File: src/assert_macros.svh
// Assertion macros used by the top module of the subscription rate filter.
`ifndef ASSERT_MACROS_SVH
`define ASSERT_MACROS_SVH

// The consequent must hold in the same cycle as the antecedent.
`define ASSERT_IMPLIES(label, clk, rstn, ante, cons) \
    label: assert property (@(posedge clk) disable iff (!(rstn)) (ante) |-> (cons)) \
        else $error("assertion failed");

// The condition must hold at every clock edge out of reset.
`define ASSERT_ALWAYS(label, clk, rstn, cond) \
    label: assert property (@(posedge clk) disable iff (!(rstn)) (cond)) \
        else $error("assertion failed");

`endif

File: src/csrf_pkg.sv
`timescale 1ns / 1ps
// ----------------------------------------------------------------------------
// CAN subscription rate filter package
// Shared constants, types and the payload helper function of the filter.
// ----------------------------------------------------------------------------
package csrf_pkg;

    localparam int MAX_SUBSCRIPTIONS = 8;
    localparam int IDX_W = (MAX_SUBSCRIPTIONS > 1) ? $clog2(MAX_SUBSCRIPTIONS) : 1;

    localparam logic [1:0] OP_LOAD  = 2'd0;
    localparam logic [1:0] OP_FRAME = 2'd1;
    localparam logic [1:0] OP_CLEAR = 2'd2;

    localparam logic [3:0] DLC_MAX = 4'd8;

    typedef enum logic [1:0] {
        ST_IDLE,
        ST_SCAN,
        ST_FLUSH
    } state_t;

    typedef struct packed {
        logic load_entry;
        logic clear_all;
        logic capture;
        logic step;
        logic push;
        logic push_last;
    } cmd_t;

    typedef struct packed {
        logic hit;
        logic last_entry;
        logic out_busy;
    } status_t;

    // Keeps the first dlc bytes of the payload and zeroes the rest.
    function automatic logic [63:0] keep_bytes(input logic [63:0] data, input logic [3:0] dlc);
        logic [63:0] mask;
        mask = '0;
        for (int b = 0; b < 8; b++) begin
            if (dlc > 4'(b)) begin
                mask[b*8 +: 8] = 8'hFF;
            end
        end
        return data & mask;
    endfunction

endpackage

File: src/csrf_ctrl.sv
`timescale 1ns / 1ps
// ----------------------------------------------------------------------------
// CAN subscription rate filter controller
// Sequences item acceptance, the table scan and the release of frame copies.
// ----------------------------------------------------------------------------
module csrf_ctrl
    import csrf_pkg::*;
(
    input  logic       aclk,
    input  logic       aresetn,
    input  logic       s_valid,
    output logic       s_ready,
    input  logic [1:0] s_op,
    input  logic       s_frame_is_rtr,
    input  logic [3:0] s_frame_dlc,
    input  status_t    status,
    output cmd_t       cmd
);

    state_t state_reg, state_next;
    logic   pending_reg, pending_next;

    always_ff @(posedge aclk) begin
        if (!aresetn) begin
            state_reg   <= ST_IDLE;
            pending_reg <= 1'b0;
        end else begin
            state_reg   <= state_next;
            pending_reg <= pending_next;
        end
    end

    always_comb begin
        state_next   = state_reg;
        pending_next = pending_reg;
        cmd          = '0;
        s_ready      = 1'b0;
        case (state_reg)
            ST_IDLE: begin
                s_ready = 1'b1;
                if (s_valid) begin
                    case (s_op)
                        OP_LOAD:  cmd.load_entry = 1'b1;
                        OP_CLEAR: cmd.clear_all  = 1'b1;
                        OP_FRAME: begin
                            if (!s_frame_is_rtr && s_frame_dlc != 4'd0) begin
                                cmd.capture  = 1'b1;
                                pending_next = 1'b0;
                                state_next   = ST_SCAN;
                            end
                        end
                        default: ;
                    endcase
                end
            end
            ST_SCAN: begin
                if (!(status.hit && pending_reg && status.out_busy)) begin
                    cmd.step     = 1'b1;
                    cmd.push     = status.hit && pending_reg;
                    pending_next = pending_reg || status.hit;
                    if (status.last_entry) begin
                        state_next = (pending_reg || status.hit) ? ST_FLUSH : ST_IDLE;
                    end
                end
            end
            ST_FLUSH: begin
                if (!status.out_busy) begin
                    cmd.push      = 1'b1;
                    cmd.push_last = 1'b1;
                    pending_next  = 1'b0;
                    state_next    = ST_IDLE;
                end
            end
            default: state_next = ST_IDLE;
        endcase
    end

endmodule

File: src/csrf_datapath.sv
`timescale 1ns / 1ps
// ----------------------------------------------------------------------------
// CAN subscription rate filter datapath
// Subscription table, frame holding registers, period check and output beat.
// ----------------------------------------------------------------------------
module csrf_datapath
    import csrf_pkg::*;
(
    input  logic        aclk,
    input  logic        aresetn,
    input  cmd_t        cmd,
    output status_t     status,
    input  logic [2:0]  s_entry_index,
    input  logic [28:0] s_sub_frame_id,
    input  logic [31:0] s_sub_period_ms,
    input  logic [28:0] s_frame_id,
    input  logic [3:0]  s_frame_dlc,
    input  logic [63:0] s_frame_data,
    input  logic [31:0] s_now_ms,
    input  logic        m_ready,
    output logic        m_valid,
    output logic [28:0] m_out_frame_id,
    output logic [3:0]  m_out_dlc,
    output logic [63:0] m_out_data,
    output logic        m_last_of_run
);

    logic [28:0] ids_reg    [MAX_SUBSCRIPTIONS];
    logic [31:0] periods_reg[MAX_SUBSCRIPTIONS];
    logic [31:0] lasts_reg  [MAX_SUBSCRIPTIONS];
    logic [MAX_SUBSCRIPTIONS-1:0] valid_reg;

    logic [IDX_W-1:0] idx_reg;
    logic [28:0]      fid_reg;
    logic [3:0]       dlc_reg;
    logic [63:0]      data_reg;
    logic [31:0]      now_reg;

    logic        m_valid_reg;
    logic [28:0] out_id_reg;
    logic [3:0]  out_dlc_reg;
    logic [63:0] out_data_reg;
    logic        out_last_reg;

    logic [3:0]       dlc_sat;
    logic [31:0]      elapsed;
    logic [IDX_W-1:0] load_idx;
    logic             load_in_range;

    assign dlc_sat       = (s_frame_dlc > DLC_MAX) ? DLC_MAX : s_frame_dlc;
    assign elapsed       = now_reg - lasts_reg[idx_reg];
    assign load_idx      = IDX_W'(s_entry_index);
    assign load_in_range = 32'(s_entry_index) < 32'(MAX_SUBSCRIPTIONS);

    assign status.hit = valid_reg[idx_reg] && (ids_reg[idx_reg] == fid_reg) &&
                        ((periods_reg[idx_reg] == 32'd0) || (elapsed > periods_reg[idx_reg]));
    assign status.last_entry = (idx_reg == IDX_W'(MAX_SUBSCRIPTIONS - 1));
    assign status.out_busy   = m_valid_reg && !m_ready;

    always_ff @(posedge aclk) begin
        if (!aresetn) begin
            valid_reg <= '0;
        end else if (cmd.clear_all) begin
            valid_reg <= '0;
        end else if (cmd.load_entry && load_in_range) begin
            valid_reg[load_idx] <= 1'b1;
        end
    end

    always_ff @(posedge aclk) begin
        if (cmd.load_entry && load_in_range) begin
            ids_reg[load_idx]     <= s_sub_frame_id;
            periods_reg[load_idx] <= s_sub_period_ms;
            lasts_reg[load_idx]   <= 32'd0;
        end else if (cmd.step && status.hit) begin
            lasts_reg[idx_reg] <= now_reg;
        end
    end

    always_ff @(posedge aclk) begin
        if (cmd.capture) begin
            idx_reg  <= '0;
            fid_reg  <= s_frame_id;
            dlc_reg  <= dlc_sat;
            data_reg <= keep_bytes(s_frame_data, dlc_sat);
            now_reg  <= s_now_ms;
        end else if (cmd.step) begin
            idx_reg <= idx_reg + IDX_W'(1);
        end
    end

    always_ff @(posedge aclk) begin
        if (!aresetn) begin
            m_valid_reg <= 1'b0;
        end else if (cmd.push) begin
            m_valid_reg <= 1'b1;
        end else if (m_ready) begin
            m_valid_reg <= 1'b0;
        end
    end

    always_ff @(posedge aclk) begin
        if (cmd.push) begin
            out_id_reg   <= fid_reg;
            out_dlc_reg  <= dlc_reg;
            out_data_reg <= data_reg;
            out_last_reg <= cmd.push_last;
        end
    end

    assign m_valid        = m_valid_reg;
    assign m_out_frame_id = out_id_reg;
    assign m_out_dlc      = out_dlc_reg;
    assign m_out_data     = out_data_reg;
    assign m_last_of_run  = out_last_reg;

endmodule

File: src/can_subscription_rate_filter.sv
`timescale 1ns / 1ps
// ----------------------------------------------------------------------------
// CAN subscription rate filter
// Forwards received CAN frames once per matching subscription, rate limited.
// ----------------------------------------------------------------------------
//  Channel   Direction  Beat carries
//  s_        in         load entry, received frame or clear table
//  m_        out        one forwarded frame copy, flagged on the last copy
//
// A load or clear beat is applied to the table on acceptance. A received frame
// that is not RTR and has a nonzero DLC is scanned one table slot per step
// (eight slots); if one matched, the last copy follows. No beat is taken then.
// Reset clears the valid bits of all slots and empties the output register.
// The scan halts whilst a copy must leave and the output beat is still held.
// ----------------------------------------------------------------------------
`include "assert_macros.svh"

module can_subscription_rate_filter
    import csrf_pkg::*;
(
    input  logic        aclk,
    input  logic        aresetn,
    input  logic        s_valid,
    output logic        s_ready,
    input  logic [1:0]  s_op,
    input  logic [2:0]  s_entry_index,
    input  logic [28:0] s_sub_frame_id,
    input  logic [31:0] s_sub_period_ms,
    input  logic [28:0] s_frame_id,
    input  logic        s_frame_is_rtr,
    input  logic [3:0]  s_frame_dlc,
    input  logic [63:0] s_frame_data,
    input  logic [31:0] s_now_ms,
    output logic        m_valid,
    input  logic        m_ready,
    output logic [28:0] m_out_frame_id,
    output logic [3:0]  m_out_dlc,
    output logic [63:0] m_out_data,
    output logic        m_last_of_run
);

    cmd_t    cmd;
    status_t status;

    csrf_ctrl u_ctrl (
        .aclk           (aclk),
        .aresetn        (aresetn),
        .s_valid        (s_valid),
        .s_ready        (s_ready),
        .s_op           (s_op),
        .s_frame_is_rtr (s_frame_is_rtr),
        .s_frame_dlc    (s_frame_dlc),
        .status         (status),
        .cmd            (cmd)
    );

    csrf_datapath u_datapath (
        .aclk            (aclk),
        .aresetn         (aresetn),
        .cmd             (cmd),
        .status          (status),
        .s_entry_index   (s_entry_index),
        .s_sub_frame_id  (s_sub_frame_id),
        .s_sub_period_ms (s_sub_period_ms),
        .s_frame_id      (s_frame_id),
        .s_frame_dlc     (s_frame_dlc),
        .s_frame_data    (s_frame_data),
        .s_now_ms        (s_now_ms),
        .m_ready         (m_ready),
        .m_valid         (m_valid),
        .m_out_frame_id  (m_out_frame_id),
        .m_out_dlc       (m_out_dlc),
        .m_out_data      (m_out_data),
        .m_last_of_run   (m_last_of_run)
    );

    `ASSERT_IMPLIES(a_push_no_overwrite, aclk, aresetn, cmd.push, !(m_valid && !m_ready))
    `ASSERT_IMPLIES(a_capture_on_beat, aclk, aresetn, cmd.capture, s_valid && s_ready)
    `ASSERT_ALWAYS(a_one_table_op, aclk, aresetn, $onehot0({cmd.load_entry, cmd.clear_all, cmd.capture, cmd.step}))
    `ASSERT_IMPLIES(a_no_accept_in_scan, aclk, aresetn, cmd.step, !s_ready)

endmodule

File: config.mk
export PLATFORM = sky130hd
export DESIGN_NAME = can_subscription_rate_filter
export DESIGN_NICKNAME = d
export VERILOG_FILES = /design/src/csrf_pkg.sv /design/src/csrf_ctrl.sv /design/src/csrf_datapath.sv /design/src/can_subscription_rate_filter.sv
export VERILOG_INCLUDE_DIRS = /design/src /design/src/src
export SDC_FILE = /design/constraint.sdc
export NUM_CORES = 1
export LEC_CHECK = 0
export ABC_AREA = 1
export BUFFER_PORTS_ARGS = -buffer_cell sky130_fd_sc_hd__buf_2
export CORE_MARGIN = 2
export CORE_UTILIZATION = 45
export CTS_CLUSTER_DIAMETER = 150
export DETAILED_ROUTE_END_ITERATION = 12
export SKIP_CTS_REPAIR_TIMING = 1
export SYNTH_ARGS = -nofsm -noshare
export SYNTH_HDL_FRONTEND = slang
export SYNTH_SLANG_ARGS = --single-unit
File: constraint.sdc
create_clock -name aclk -period 32.1 [get_ports aclk]
set_input_delay 8.025 -clock aclk [delete_from_list [all_inputs] [get_ports aclk]]
set_output_delay 8.025 -clock aclk [all_outputs]
set_load 0.1 [all_outputs]
==> metrics.md <==
| Metric | Value |
|---|---|
| Fin crit share | `31.8%` |
| Max-slew headroom | `23.4%` |
| CP Cell Sequence | `buf_2, inv_1, nand3_1, nor2_1, inv_1, nor2_1, inv_1, nor2_4, buf_4` |
| Crit Reg-Reg Endpoint | `u_datapath.lasts_reg[3][19]` |
| Netlist cell types | `44` |
| Share of cells above drive strength 1 | `12.5%` |
| Crit-path most repeated cell | `inv_1` |
| Flops & latches, synth | `989` |
| Total track usage | `21.1%` |
| Seq/Total Area, Yosys | `69.9%` |
| Starting Density | `45.3%` |
| Row cnt | `112` |
| Mapped Area | `42200 µm²` |
| Sink Count | `989` |
| Synth area leader | `edfxtp_1` |
| Remaining global-route overflow | `0` |
| Port bufs | `299` |
| Setup TNS | `0 ps` |
| Vias per inst | `5.03` |
| Largest family of logic cells by synthesized area | `simple AND/OR/NAND/NOR gates` |
| Die Area | `96300 µm²` |
| Fmax | `98.0 MHz` |
| Met1 Usage GRT | `29.1%` |
| Startpoint class of the critical path | `primary input` |
| FFs w/ async S/R, synth | `0%` |
| Crit-path slowest cell | `nor2_4` |
| DRC Markers | `0` |
| Mux cell area share after synthesis | `0%` |
| Hold Crit Start | `u_datapath.data_reg[57]` |
| Crit-path max cell delay | `740 ps` |
| Nets | `4333` |
| Met2 Usage GRT | `34.7%` |
| R2R depth | `33` |
| Post-synth top area share | `69.1%` |
| Pre-antenna DRT Iters | `6` |
| Leakage power | `0.0191 µW` |
| Worst Hold Class | `reg -> reg` |
| Worst-skew pair later-pin latency | `680 ps` |
| Max-cap check violation count | `0` |
| Data required time of the worst path | `32390 ps` |
| Root Buffer Master | `clkbuf_16` |
| Run status | `finished clean` |
| Die Height | `310 µm` |
| Via count | `27200` |
| Final min period | `10210 ps` |
| Area Growth Syn to Fin | `14.0%` |
| Crit Path Max Fanout | `40` |
| PwrDens | `82.3 nW/µm²` |
| Final setup fails | `0` |
| Fin. Hold Viols | `0` |
| Total Wirelength | `103000 µm` |
| RSZ-0062 raised after global routing | `no` |
| Drt wl/cell | `19.0 µm` |
| Critical Path End Type | `flop` |
| Number of global-route vias before repair | `25400` |
| Maximum buffer depth of the clock tree | `3` |
| Ports | `300` |
| Die W | `310 µm` |
| Worst setup path class | `in -> reg` |
| Area share of fa/ha/maj cells after synthesis | `2.12%` |
| Slew @ Worst Pin | `1150 ps` |
| WP buf/inv | `5` |
| Routing usage on met3 | `3.32%` |
| Post-synthesis compound-gate area fraction | `4.69%` |
| Synth warnings | `0` |
| Kind of cell adding the most delay to the critical path | `simple AND/OR/NAND/NOR gates` |
| Number of synthesized flops with an enable pin | `971` |
| Dpl hpwl | `62000 µm` |
| Post-synthesis xor/xnor area fraction | `0.643%` |
| Routed Antenna Nets | `0` |
| Simple-gate portion of the synthesized area | `16.2%` |
| Largest net degree at the start of global routing | `140` |
| CP Data Arrival Time | `10500 ps` |
| Routability congestion estimate | `0.856` |
| CTS tree | `done` |
| CTS H-tree depth | `3` |
| Reg-to-reg slack, setup | `23190 ps` |
| Slew Limit Fails | `0` |
| Setup Skew | `25.9 ps` |
| Mapped Nets | `4046` |
| Hold endpoint | `u_datapath.m_out_data[57]` |
| Synth Area per Inst | `11.2 µm²` |
| Syn Inst Count | `3775` |
| Placed Cells | `5211` |
| VDD IR max | `0.0537 mV` |
| First-pass GRT wire length | `153000 µm` |
| Dominant synthesized flop cell | `edfxtp_1` |
| Initial DRC count | `2650` |
| CTS Buf Count | `103` |
| Post-route insts no fill | `5408` |
| Core area | `93200 µm²` |
| Initial antenna violation count | `22` |
| Main area contributors after synthesis | `edfxtp_1, nand2_1, inv_1` |
| GRT Max-Usage Layer | `met2` |
| Hold Crit Depth | `0` |
| Clock-pin slew of the registers on the worst-case setup and hold paths | `60 ps` |
layout by cell type (no fill, tap or decap), types with 6 or more instances in the layout:
cell and instances:
edfxtp_1 971, nand2_1 888, inv_1 490, nor2_1 430
nand3_1 306, buf_2 299, o21ai_0 199, clkbuf_16 104
ha_1 70, a21oi_1 56, o22ai_1 32, o221ai_1 32
buf_4 31, clkinv_2 27, xor2_1 25, clkinv_1 25
nor2_4 17, o21ai_1 15, dfxtp_1 15, nand3b_1 14
nand4_1 13, clkbuf_1 12, diode_2 8, bufinv_16 8
o21a_1 6, xnor2_1 6
worst reg2reg max path, delay by kind of cell, from the launching register on:
family,cells,cell delay (ps)
flops,1,760
simple gates,15,2300
fa+ha+maj,2,650
compound gates,10,2710
buf+inv,5,1890
xor+xnor,1,170
per-stage QoR:
step                      hold slack [ps]  setup slack, ps  util, %  power [µW]  cell area (µm²)
after floorplan                       400            13660        -        2470            42200
after global placement                401            21140     48.1        2820            44900
after detailed placement              405            21160     48.1        2830            44900
after global routing                  424            21680     51.7        4210            48100
final                                 414            21890     51.7        3960            48100
after CTS                             416            21850     51.6        3990            48100
power by group:
| part | switching, µW | internal (µW) | leakage (µW) |
|---|---|---|---|
| Clock | 495 | 658 | 0.00161 |
| Sequential | 40.7 | 1430 | 0.00863 |
| Combinational | 924 | 412 | 0.00887 |
| Total | 1460 | 2500 | 0.0191 |
cell type report:
class                      count  area [µm²]
tap                         1254        1570
sequential                   989       29500
fill                        8091       45000
antenna                        8        20.0
clock inverter                73         612
timing repair buffer         332        1770
inverter                     496        1880
clock buffer                 116        2650
multi-input combinational   2140       10100
worst max path at each step:
stage | startpoint | endpoint | slack (ps) | depth (start not counted)
after floorplan | s_frame_dlc[3] | flop | 13660 | 9
after global placement | s_op[0] | u_datapath.periods_reg[1][25] | 21140 | 9
after detailed placement | s_op[0] | u_datapath.periods_reg[1][25] | 21160 | 9
after CTS | s_op[0] | u_datapath.periods_reg[1][25] | 21850 | 9
after global routing | s_op[0] | u_datapath.periods_reg[1][14] | 21680 | 9
final | s_op[0] | u_datapath.periods_reg[1][7] | 21890 | 9
kinds of logic (layout without fill, tap and decap cells):
| family | after synthesis | in the layout |
|---|---|---|
| AO/OA/AOI/OAI | 354 | 354 |
| AND/OR/NAND/NOR | 1684 | 1684 |
| buffers and inverters | 646 | 1017 |
| XOR/XNOR | 31 | 31 |
| other | 0 | 8 |
| flip-flops | 989 | 989 |
| adder cells (fa/ha/maj) | 71 | 71 |
Yosys cell counts, types with 4 or more instances:
| master | instances |
|---|---|
| a21boi_0 | 4 |
| a21oi_1 | 56 |
| a31oi_1 | 4 |
| buf_1 | 7 |
| buf_2 | 35 |
| buf_4 | 20 |
| buf_6 | 19 |
| clkbuf_1 | 68 |
| dfxtp_1 | 18 |
| edfxtp_1 | 971 |
| ha_1 | 70 |
| inv_1 | 491 |
| inv_2 | 4 |
| nand2_1 | 888 |
| nand3_1 | 306 |
| nand3b_1 | 14 |
| nand4_1 | 13 |
| nor2_1 | 446 |
| nor3_1 | 6 |
| o21a_1 | 6 |
| o21ai_0 | 199 |
| o21ai_1 | 15 |
| o221ai_1 | 32 |
| o22ai_1 | 32 |
| xnor2_1 | 6 |
| xor2_1 | 25 |
routing by layer:
metal	wire [µm]	vias up
met4	2820	16
met1	44400	13000
li1	-	13300
met2	50000	729
met5	102	-
met3	5720	187
(Power assumes the default switching activity.)
